File: src/design/tcw_pkg.sv
// Shared package of the text console writer.
// Holds command codes, character constants and the controller/datapath
// command and status structs. No dependencies.
package tcw_pkg;

  // Geometry defaults handed to the top level parameters
  localparam int ROWS_DEFAULT = 25;
  localparam int COLS_DEFAULT = 80;

  // Command codes carried in the input item
  localparam logic [2:0] CMD_PUT   = 3'd0;
  localparam logic [2:0] CMD_BSP   = 3'd1;
  localparam logic [2:0] CMD_MARK  = 3'd2;
  localparam logic [2:0] CMD_CLEAR = 3'd3;
  localparam logic [2:0] CMD_READ  = 3'd4;

  // Character constants
  localparam logic [7:0] NEWLINE_CODE = 8'd10;
  localparam logic [7:0] BLANK_CODE   = 8'd32;

  // Attribute register
  localparam logic [7:0] ATTR_RESET = 8'd15;
  localparam logic       REG_ATTR   = 1'b0;

  // Commands from the controller to the datapath
  typedef struct packed {
    logic latch;           // capture the accepted input item
    logic put;             // write a character at the cursor, or act on a newline
    logic backspace;       // step the cursor back and blank that cell
    logic mark;            // copy the cursor into the backspace limit
    logic rd_issue;        // read the addressed cell
    logic sw_init_top;     // sweep pointer to row zero
    logic sw_init_one;     // sweep pointer to row one
    logic sw_init_bottom;  // sweep pointer to the bottom row
    logic sw_step;         // advance the sweep pointer
    logic copy_rd;         // read the cell under the sweep pointer for a move up
    logic blank_wr;        // blank the cell under the sweep pointer
    logic load_out;        // load the result into the output register
  } tcw_cmd_t;

  // Status from the datapath to the controller
  typedef struct packed {
    logic [2:0] command;   // command of the captured item
    logic       need_scroll;
    logic       bs_ok;     // cursor lies past the backspace limit
    logic       sw_last;   // sweep pointer sits on the last cell
    logic       out_free;  // output register can take a result
  } tcw_stat_t;

endpackage

File: src/design/tcw_ctrl.sv
// Controller state machine of the text console writer.
// Sequences each item and the scroll and clear sweeps; uses tcw_pkg.
module tcw_ctrl (
  input  logic                clk_i,
  input  logic                rst_ni,
  input  logic                s_valid_i,
  output logic                s_ready_o,
  input  tcw_pkg::tcw_stat_t  stat_i,
  output tcw_pkg::tcw_cmd_t   cmd_o
);

  localparam logic [2:0] ST_IDLE  = 3'd0;
  localparam logic [2:0] ST_EXEC  = 3'd1;
  localparam logic [2:0] ST_COPY  = 3'd2;
  localparam logic [2:0] ST_DRAIN = 3'd3;
  localparam logic [2:0] ST_BLANK = 3'd4;
  localparam logic [2:0] ST_CLEAR = 3'd5;
  localparam logic [2:0] ST_DONE  = 3'd6;

  logic [2:0] state_q, state_d;

  // Decode the next state and the datapath commands
  always_comb begin
    state_d   = state_q;
    cmd_o     = '0;
    s_ready_o = 1'b0;
    unique case (state_q)
      ST_IDLE: begin
        s_ready_o = 1'b1;
        if (s_valid_i) begin
          cmd_o.latch = 1'b1;
          state_d     = ST_EXEC;
        end
      end
      ST_EXEC: begin
        state_d = ST_DONE;
        unique case (stat_i.command)
          tcw_pkg::CMD_PUT: begin
            cmd_o.put = 1'b1;
            if (stat_i.need_scroll) begin
              cmd_o.sw_init_one = 1'b1;
              state_d           = ST_COPY;
            end
          end
          tcw_pkg::CMD_BSP:  cmd_o.backspace = stat_i.bs_ok;
          tcw_pkg::CMD_MARK: cmd_o.mark = 1'b1;
          tcw_pkg::CMD_CLEAR: begin
            cmd_o.sw_init_top = 1'b1;
            state_d           = ST_CLEAR;
          end
          tcw_pkg::CMD_READ: cmd_o.rd_issue = 1'b1;
          default: ;
        endcase
      end
      // Move every row below the top one up by one
      ST_COPY: begin
        cmd_o.copy_rd = 1'b1;
        cmd_o.sw_step = 1'b1;
        if (stat_i.sw_last) begin
          state_d = ST_DRAIN;
        end
      end
      // Let the last pending move land, then point at the bottom row
      ST_DRAIN: begin
        cmd_o.sw_init_bottom = 1'b1;
        state_d              = ST_BLANK;
      end
      ST_BLANK, ST_CLEAR: begin
        cmd_o.blank_wr = 1'b1;
        cmd_o.sw_step  = 1'b1;
        if (stat_i.sw_last) begin
          state_d = ST_DONE;
        end
      end
      ST_DONE: begin
        if (stat_i.out_free) begin
          cmd_o.load_out = 1'b1;
          state_d        = ST_IDLE;
        end
      end
      default: state_d = ST_IDLE;
    endcase
  end

  always_ff @(posedge clk_i or negedge rst_ni) begin
    if (!rst_ni) begin
      state_q <= ST_IDLE;
    end else begin
      state_q <= state_d;
    end
  end

endmodule

File: config.mk
export PLATFORM = sky130hd
export DESIGN_NAME = tcw_ctrl
export DESIGN_NICKNAME = d
export VERILOG_FILES = /design/src/design/tcw_pkg.sv /design/src/design/tcw_ctrl.sv
export SDC_FILE = /design/constraint.sdc
export NUM_CORES = 1
export LEC_CHECK = 0
export BUFFER_PORTS_ARGS = -buffer_cell sky130_fd_sc_hd__buf_4
export CAP_MARGIN = 0
export CELL_PAD_IN_SITES_DETAIL_PLACEMENT = 0
export CELL_PAD_IN_SITES_GLOBAL_PLACEMENT = 2
export CORE_MARGIN = 5
export CORE_UTILIZATION = 17
export CTS_CLUSTER_DIAMETER = 40
export DETAILED_ROUTE_END_ITERATION = 12
export PLACE_DENSITY_LB_ADDON = 0.1
export SYNTH_ARGS = -nofsm -noshare
export SYNTH_HDL_FRONTEND = slang
export SYNTH_SLANG_ARGS = --single-unit
File: constraint.sdc
create_clock -name clk_i -period 1.15 [get_ports clk_i]
set_input_delay 0.23 -clock clk_i [delete_from_list [all_inputs] [get_ports clk_i]]
set_output_delay 0.23 -clock clk_i [all_outputs]
set_load 0.01 [all_outputs]
# ---- Word-level counts from Yosys, hierarchy flattened
# Index checks and enable logic that the tools add are counted.
# W data, S select, Z words.
dict set report op_classes {
  add_sub_neg 0
  multipliers 0
  div 0
  n_lt_le_gt_ge 0
  n_eq_ne 14
  n_shift 0
  mux 24
  n_bitwise 0
  reduce_logical 5
}
# operator count
set ops {}
lappend ops {{$pmux W3 S6} 1}
lappend ops {{$mux W1} 16}
lappend ops {{$mux W3} 5}
lappend ops {{$eq A3 B2 Y1 const B} 4}
lappend ops {{$eq A3 B3 Y1 const B} 4}
lappend ops {{$ne A2 B2 Y1 const B} 4}
lappend ops {{$eq A3 B1 Y1 const B} 2}
lappend ops {{$logic_not A3 Y1} 2}
lappend ops {{$mux W6} 1}
lappend ops {{$pmux W3 S2} 1}
lappend ops {{$reduce_and A4 Y1} 1}
lappend ops {{$reduce_or A3 Y1} 1}
lappend ops {{$reduce_or A2 Y1} 1}
dict set report word_totals {
  reg_bits 3
  latch_bits 0
  ramBits 0
  mem_bits_ro 0
  in_bits 10
  out_inout_bits 13
  elab_cells 44
  mem_count 0
}

# ---- Longest topological paths before layout
dict set report logic_depth {
  word_depth 4
  ltp_mapped 4
  ltp_nobuf 3
}

# ---- Least setup slack after synthesis
# Ideal clock, no wire load.
dict set report synth_timing {
  path_type {register to output}
  from {register state_q[2]}
  to {output cmd_o[7] in the netlist's numbering}
  t_arrival_ns 1.122
  required_ns 0.920
  path_slack_ns -0.202
  path_stages_with_launch 5
  n_path_buf 1
  cell_sequence {dfrtp_1 buf_2 nor2_1 nand2_1 nor4b_1}
}
# element line
set synth_rtl {}
lappend synth_rtl {{start: declaration} tcw_ctrl.sv:20} ;# logic [2:0] state_q, state_d;
lappend synth_rtl {{start signal: assignment} tcw_ctrl.sv:89} ;# state_q <= state_d;
lappend synth_rtl {{end: declaration} tcw_ctrl.sv:9} ;# output tcw_pkg::tcw_cmd_t cmd_o

==> results.sh <==
export IMPL_run_status="finished, violations left"
export IMPL_violated_checks="setup timing"
export IMPL_crit_path_cell_trace="clkbuf_16 > and2b_2 > or2_4 > buf_6"
export IMPL_post_route_worst_setup_slack_ns=-0.4465
export IMPL_n_fill_cell=186
export IMPL_finalHoldViolations=0
export IMPL_io_pins=23
export IMPL_clock_skew_ns=0.001374
export IMPL_largest_register="state_q"
export IMPL_drt_pass1_iter_count=3
export IMPL_worst_ep_required_time_ns=0.92
export IMPL_crit_share_post_route=1.388
export IMPL_dp_slack_ns=-0.2583
export IMPL_netlist_instances=38
export IMPL_globalplace_congestion=0.6507
export IMPL_timing_slew_headroom=0.8377
export IMPL_p_leak_nw=0.3667
export IMPL_critical_path_reg2reg_startpoint="state_q[1]"
export IMPL_setup_viol=15
export IMPL_achievable_frequency_mhz=626.4
export IMPL_report_final_slew_viol_count=0
export IMPL_grt_max_degree=10
export IMPL_crit_path_kind="reg -> out"
export IMPL_synth_area_per_cell_um2=8.330
export IMPL_power_density_nw_per_um2=2207
export IMPL_row_count=15
export IMPL_transition_time_of_the_tightest_slew_check_pin_ns=0.2414
export IMPL_drv_max_cap_violation_count=0
export IMPL_wl_um=1262
export IMPL_cpMaxStageDelayCell="sky130_fd_sc_hd__dfrtp_2"
export IMPL_yosys_warnings=0
export IMPL_grt_antenna_before_repair=0
export IMPL_multi_input_area_um2=314.1
export IMPL_insertedDiodeCount=0
export IMPL_routed_via_density=4.245
export IMPL_layout_drive_gt1_share=0.8182
export IMPL_first_global_vias=479
export IMPL_critical_path_top_delay_family="simple AND/OR/NAND/NOR gates"
export IMPL_numClockSinks=3
export IMPL_groute_usage_overall=0.09591
export IMPL_synthDistinctLibCells=24
export IMPL_synth_nets=48
export IMPL_fin_util=0.4645
export IMPL_grt_pass1_wl_um=1959
export IMPL_vdd_ir_drop_worst_mv=0.7415
export IMPL_io_buffer_count=22
export IMPL_reg_top3="state_q (3)"
export IMPL_core_um2=1745
export IMPL_die_area_um2=2825
export IMPL_cts_tree="yes"
export IMPL_seq_area_um2=78.83
export IMPL_vias=433
export IMPL_detail_route_wl_per_cell_um=12.37
export IMPL_ff2ff_setup_slack_ns=-0.22
export IMPL_timing_reg2reg_worst_path_depth=6
export IMPL_area_growth_pct=156.1
export IMPL_cts_buffers=3
export IMPL_cp_slowest_stage_delay_ns=0.40
export IMPL_clock_tree_root_cell="sky130_fd_sc_hd__clkbuf_4"
export IMPL_crit_path_max_fanout=4
export IMPL_count_of_routing_violations_after_the_opening_detailed_route_iteration=3
export IMPL_worst_setup_hold_path_clk_slew_ns=0.04
export IMPL_insertion_delay_ns=0.23
export IMPL_cell_depth_of_the_worst_setup_path=4
export IMPL_fin_setup_tns_ns=-4.734
export IMPL_startpoint="state_q[1]"
export IMPL_worst_setup_path_end_kind="output port"
export IMPL_final_instance_area_um2=810.8
export IMPL_seq_area_frac_synth=0.2372
export IMPL_crit_end="cmd_o[3]"
export IMPL_finish_net_count=88
export IMPL_clk_path_buf_depth=2
export IMPL_worst_setup_path_start_kind="register"
export IMPL_grt_overflow_total=0
export IMPL_start_util=0.1814
export IMPL_layout_common_cells="sky130_fd_sc_hd__buf_4, sky130_fd_sc_hd__buf_6, sky130_fd_sc_hd__nand2_1, sky130_fd_sc_hd__clkbuf_4, sky130_fd_sc_hd__dfrtp_2"
export IMPL_synth_cell_area_um2=316.6
export IMPL_layout_commonest_cell="sky130_fd_sc_hd__buf_4"
export IMPL_synth_seq_cells=3
export IMPL_drtAntennaViolNets=0
export IMPL_cp_num_buf_inv=2
export IMPL_min_period_ns=1.596
export IMPL_grt_setup_unrepaired="true"
export IMPL_largest_register_ff_count=3
export IMPL_die_h_um=53.15
export IMPL_number_of_levels_the_h_tree_was_split_into=1
export IMPL_cp_arrival_ns=1.37
export IMPL_hold_path_class="in -> reg"
export IMPL_detailedPlacementHpwl_um=880.2
export IMPL_r2r_end="state_q[1]"
export IMPL_hold_slack_ns=0.2815
export IMPL_standard_cell_area_after_detailed_placement_um2=650.6
export IMPL_drc=0
export IMPL_floorplan_die_width_um=53.15
[cells by family after synthesis]
kind of cell / count (synthesis) / share of synthesized area
and+or+nand+nor: 25 / 0.5257
AOI/OAI and AO/OA: 6 / 0.1304
DFF: 3 / 0.2371
buffers and inverters: 3 / 0.07509
muxes: 1 / 0.03162
[repair_timing]
action                                  4_1_cts  5_1_grt
pin swaps                                     9        3
resized for setup                            19        6
cloned                                        1        0
hold endpoints to repair                      3        0
hold buffers                                  1        0
endpoints found under the setup margin       15       16
buffers inserted                              2        4
[area by class of cell]
cell class / count / area share
timing repair buffer: 38 / 0.4444
multi-input combinational: 32 / 0.3873
sequential: 3 / 0.09722
tap: 25 / 0.03858
clock buffer: 4 / 0.03241
[routing by layer]
| metal | share of wire | track usage | vias up |
|---|---|---|---|
| met2 | 0.53 | 0.1653 | 14 |
| met1 | 0.43 | 0.1094 | 205 |
| met5 | 0 | 0 | - |
| li1 | - | - | 214 |
| met3 | 0.043 | 0.01972 | 0 |
| met4 | 0 | 0.05106 | 0 |
[worst reg2reg max path: stages (launching register included)]
cell                        delay (ns)
sky130_fd_sc_hd__dfrtp_2          0.40
sky130_fd_sc_hd__clkbuf_16        0.15
sky130_fd_sc_hd__and2b_2          0.22
sky130_fd_sc_hd__buf_6            0.12
sky130_fd_sc_hd__buf_6            0.11
sky130_fd_sc_hd__a22oi_2          0.14
sky130_fd_sc_hd__o21ai_1          0.10
[power by group]
group | total, mW | switching [mW] | internal [mW]
Combinational | 1.33 | 0.499 | 0.829
Sequential | 0.280 | 0.113 | 0.166
Clock | 0.182 | 0.0521 | 0.130
Total | 1.79 | 0.664 | 1.12
[through the flow]
step / power, mW / cells
detailed placement: 1.229 / 92
CTS: 1.743 / 100
finish: 1.789 / 102
global placement: 1.228 / 92
global route: 1.900 / 102
floorplan: 0.8264 / 38
[synthesized netlist by cell type (all sizes together)]
library cell  count  area [um2]
or2               1       6.260
nor4              1       21.27
o31ai             1       7.510
buf               3       23.77
and2              2       12.51
nor2b             3       21.27
dfrtp             3       75.07
a22o              1       8.760
nor2              2       7.510
a22oi             2       15.01
nor3b             2       20.02
mux2i             1       10.01
nand2             5       18.77
o21ai             2       10.00
and3b             1       8.760
and3              3       18.77
nor4b             1       8.760
and2b             1       7.510
nor3              3       15.01
[how the worst min path moves through the flow]
stage / startpoint / end / slack [ns] / depth (start not counted)
final: stat_i[1] / state_q[0] / 0.28 / 3
after global routing: stat_i[1] / state_q[0] / 0.28 / 3
after CTS: stat_i[1] / state_q[0] / 0.28 / 3
after detailed placement: rst_ni / state_q[0] / 0.02 / 1
after global placement: rst_ni / state_q[1] / 0.02 / 1
after floorplan: rst_ni / state_q[0] / -0.07 / 0
Note: power is estimated with default switching activity, not from simulation.
